[config.mk]
export PLATFORM = sky130hd
export DESIGN_NAME = lphs_probe_unit
export DESIGN_NICKNAME = d
export VERILOG_FILES = /design/src/rtl/lphs_pkg.sv /design/src/rtl/lphs_probe_unit.sv
export SDC_FILE = /design/constraint.sdc
export NUM_CORES = 1
export LEC_CHECK = 0
export BUFFER_PORTS_ARGS = -buffer_cell sky130_fd_sc_hd__buf_2
export CORE_MARGIN = 2
export CORE_UTILIZATION = 29
export DETAILED_ROUTE_END_ITERATION = 10
export PLACE_DENSITY = 0.84
export SLEW_MARGIN = 25
export SYNTH_ARGS = -nofsm -noshare
export SYNTH_HDL_FRONTEND = slang
export SYNTH_SLANG_ARGS = --single-unit
export TNS_END_PERCENT = 20
[constraint.sdc]
create_clock -name vclk -period 1
set_input_delay 0.05 -clock vclk [all_inputs]
set_output_delay 0.05 -clock vclk [all_outputs]
set_load 0.01 [all_outputs]
[src/rtl/lphs_pkg.sv]
// ----------------------------------------------------------------------------
// lphs_pkg
// Shared types and constants for the linear probing hash set.
// ----------------------------------------------------------------------------
`default_nettype none

package lphs_pkg;

	localparam int DEF_TABLE_SLOTS = 1024;

	localparam int KEY_W        = 32;
	localparam int HASH_W       = 32;
	localparam int STATUS_W     = 3;
	localparam int SLOT_OUT_W   = 10;
	localparam int S_TDATA_W    = KEY_W + HASH_W;
	localparam int M_TDATA_W    = 16;

	localparam logic CMD_INSERT = 1'b0;
	localparam logic CMD_LOOKUP = 1'b1;

	localparam logic [STATUS_W-1:0] STAT_NEW     = 3'd0;
	localparam logic [STATUS_W-1:0] STAT_PRESENT = 3'd1;
	localparam logic [STATUS_W-1:0] STAT_FULL    = 3'd2;
	localparam logic [STATUS_W-1:0] STAT_FOUND   = 3'd3;
	localparam logic [STATUS_W-1:0] STAT_ABSENT  = 3'd4;

	typedef enum logic [1:0] {
		ST_CLEAR,
		ST_IDLE,
		ST_PROBE,
		ST_RESP
	} state_t;

	// outcome of comparing one slot
	typedef struct packed {
		logic match;
		logic empty;
		logic last;
	} probe_res_t;

endpackage

`default_nettype wire

[src/rtl/lphs_probe_unit.sv]
// ----------------------------------------------------------------------------
// lphs_probe_unit
// Shared slot compare and next-slot step, used once per probed slot.
// ----------------------------------------------------------------------------
`default_nettype none

module lphs_probe_unit #(
	parameter int TABLE_SLOTS = lphs_pkg::DEF_TABLE_SLOTS,
	localparam int SLOT_W = $clog2(TABLE_SLOTS)
) (
	input  wire logic [lphs_pkg::KEY_W-1:0] slot_key,
	input  wire logic [lphs_pkg::KEY_W-1:0] key,
	input  wire logic [SLOT_W-1:0]          addr,
	input  wire logic [SLOT_W-1:0]          count,
	output      lphs_pkg::probe_res_t       res,
	output      logic [SLOT_W-1:0]          next_addr
);

	always_comb begin
		res.match = (slot_key == key);
		res.empty = (slot_key == '0);
		// every slot has been visited once this one is done
		res.last  = (count == {SLOT_W{1'b1}});
		// wraps at the table size by width
		next_addr = addr + {{(SLOT_W-1){1'b0}}, 1'b1};
	end

endmodule

`default_nettype wire

==> flow_summary.json <==
{
  "run_status": "finished with violations",
  "violations_in_the_final_reports": "negative setup slack",
  "power_density_mw_per_mm2": 377.7,
  "groute.usage.overall": 0.2190,
  "setup_viol": 1,
  "preCtsSetupSlack_ns": -0.1268,
  "syn2layout_area_growth_pct": 122.0,
  "cp.required_ns": 0.95,
  "grt_first_pass_wirelength_um": 4326,
  "total_power_uw": 486.8,
  "rsz0062_at_grt": "true",
  "grt_remaining_overflow": 0,
  "average_via_count_per_standard_cell": 4.650,
  "place.port_buffers": 97,
  "layout.area.seq_um2": 0,
  "detail_route.wl_per_cell_um": 12.18,
  "detailedRoute.firstPassIterationCount": 3,
  "pin_count_of_the_biggest_net_entering_global_routing": 5,
  "grt_pass1_vias": 1077,
  "mostFrequentLayoutCell": "sky130_fd_sc_hd__buf_2",
  "tightest_slew_ns": 0.3410,
  "cp_max_fo": 1,
  "numnets_final": 274,
  "timing.final.max_slew_violations": 0,
  "cap_violations": 0,
  "floorplan.initialDensity": 0.3021,
  "yosysWarningCount": 0,
  "drive_above_1_share": 0.6578,
  "achievable-frequency_mhz": 948.9,
  "drt_wl_total_um": 2606,
  "grt_antenna_before_repair": 0,
  "synthesis.instances": 78,
  "worst_ep_arrival_time_ns": 1.00,
  "vdd_ir_drop_max_mv": 0.1985,
  "number_of_hold_buffers_added_after_cts": 0,
  "synth_nets": 163,
  "timing.hold.worst.class": "in -> out",
  "place_hpwl_um": 2384,
  "synthDistinctLibCells": 14,
  "hold_violations": 0,
  "period_utilisation_layout": 1.054,
  "syn-cell-area_um2": 580.6,
  "die_area_mm2": 0.002376,
  "die_width_um": 48.74,
  "number_of_ports_placed_on_the_die_boundary": 97,
  "gp_congestion": 0.7949,
  "final_cell_mix": "92 x sky130_fd_sc_hd__buf_2, 35 x sky130_fd_sc_hd__xor2_1, 14 x sky130_fd_sc_hd__buf_4",
  "num_antenna_cells": 0,
  "core_area_mm2": 0.001922,
  "dieHeight_um": 48.74,
  "std_cell_rows": 16,
  "critical_path.cell_chain": "buf_2, xor2_1, nor4_2, nand4_1, nor2_1, buf_2",
  "worst-setup-path-type": "in -> out",
  "syn_avg_cell_area_um2": 7.443,
  "critical-path-slowest-cell": "sky130_fd_sc_hd__nor4_2",
  "timing.critical_path.mode_cell": "sky130_fd_sc_hd__buf_2",
  "ant_nets": 0,
  "maxSlewHeadroom": 0.7705,
  "min_period_ns": 1.054,
  "num-clock-buffers": 0,
  "critPathLaunchType": "primary input",
  "post-cts-setup-buffers": 0,
  "critical-path-max-stage-delay_ns": 0.32,
  "synth_seq_area_share": 0,
  "kind_of_capture_point_of_the_worst_setup_path": "primary output",
  "timing.final.ws_setup_ns": -0.05381,
  "n_sequential_cell": 0,
  "drcViolationCount": 0,
  "leakage_uw": 0.0006657,
  "initialDrtViolationCount": 8,
  "worst_hold_slack_ns": 0.3669,
  "via_count": 995
}
-- kinds of logic (layout without fill, tap and decap cells) --
logic type	after synthesis	after routing	synth area share
buf+inv	1	110	0.006459
simple gates	36	36	0.3685
xor+xnor	40	40	0.6034
fa+ha+maj	1	1	0.02155
-- power breakdown --
group / leakage (uW) / switching [uW] / internal, uW
registers: 0 / 0 / 0
clock network: 0 / 0 / 0
logic: 0.000666 / 220 / 267
-- cell type report --
type,count,area [um^2]
fill,194,633.1
inverter,1,3.754
tap,27,33.78
multi-input combinational,77,651.9
timing repair buffer,109,599.3
-- worst max-delay path, delay by kind of cell --
kind,cells,cell delay (ns)
AND/OR/NAND/NOR,3,0.55
XOR/XNOR,1,0.16
buffers and inverters,2,0.24
-- Yosys cell counts --
master,count,share of area
sky130_fd_sc_hd__ha_1,1,0.022
sky130_fd_sc_hd__nor2_1,3,0.019
sky130_fd_sc_hd__nand2_1,3,0.019
sky130_fd_sc_hd__nand3_2,1,0.017
sky130_fd_sc_hd__xor2_1,35,0.53
sky130_fd_sc_hd__nor4_1,16,0.17
sky130_fd_sc_hd__and4_4,1,0.019
sky130_fd_sc_hd__nor3_1,1,0.0086
sky130_fd_sc_hd__and3_1,1,0.011
sky130_fd_sc_hd__xnor2_1,5,0.075
sky130_fd_sc_hd__and2_1,1,0.011
sky130_fd_sc_hd__nand3_1,3,0.026
sky130_fd_sc_hd__nand4_1,6,0.065
sky130_fd_sc_hd__inv_1,1,0.0065
-- metrics by stage --
| step | TNS, ns | area (um^2) | cells | utilization |
|---|---|---|---|---|
| after floorplan | 0 | 580.6 | 78 | - |
| after global placement | -0.1078 | 1190 | 214 | 0.6191 |
| after detailed placement | -0.1919 | 1190 | 214 | 0.6191 |
| after CTS | -0.05611 | 1231 | 214 | 0.6406 |
| after global routing | -0.2447 | 1289 | 214 | 0.6706 |
| final | -0.05381 | 1289 | 214 | 0.6706 |
-- repair_timing --
action / CTS / global route
gates resized for setup: 8 / 11
pin swaps: 9 / 6
setup endpoints to repair: 3 / 6
-- layer usage --
layer	global-route usage	wire length [um]
met2	0.4543	1456
met3	0.03086	223
met5	0	0
met1	0.2322	912
met4	0.02857	13
-- path summary, 6_finish.rpt --
check,from,cells past startpoint,endpoint
hold / removal,addr[9],3,next_addr[9]
setup / recovery,key[15],6,res[2]
Note: power is estimated with default switching activity, not from simulation.
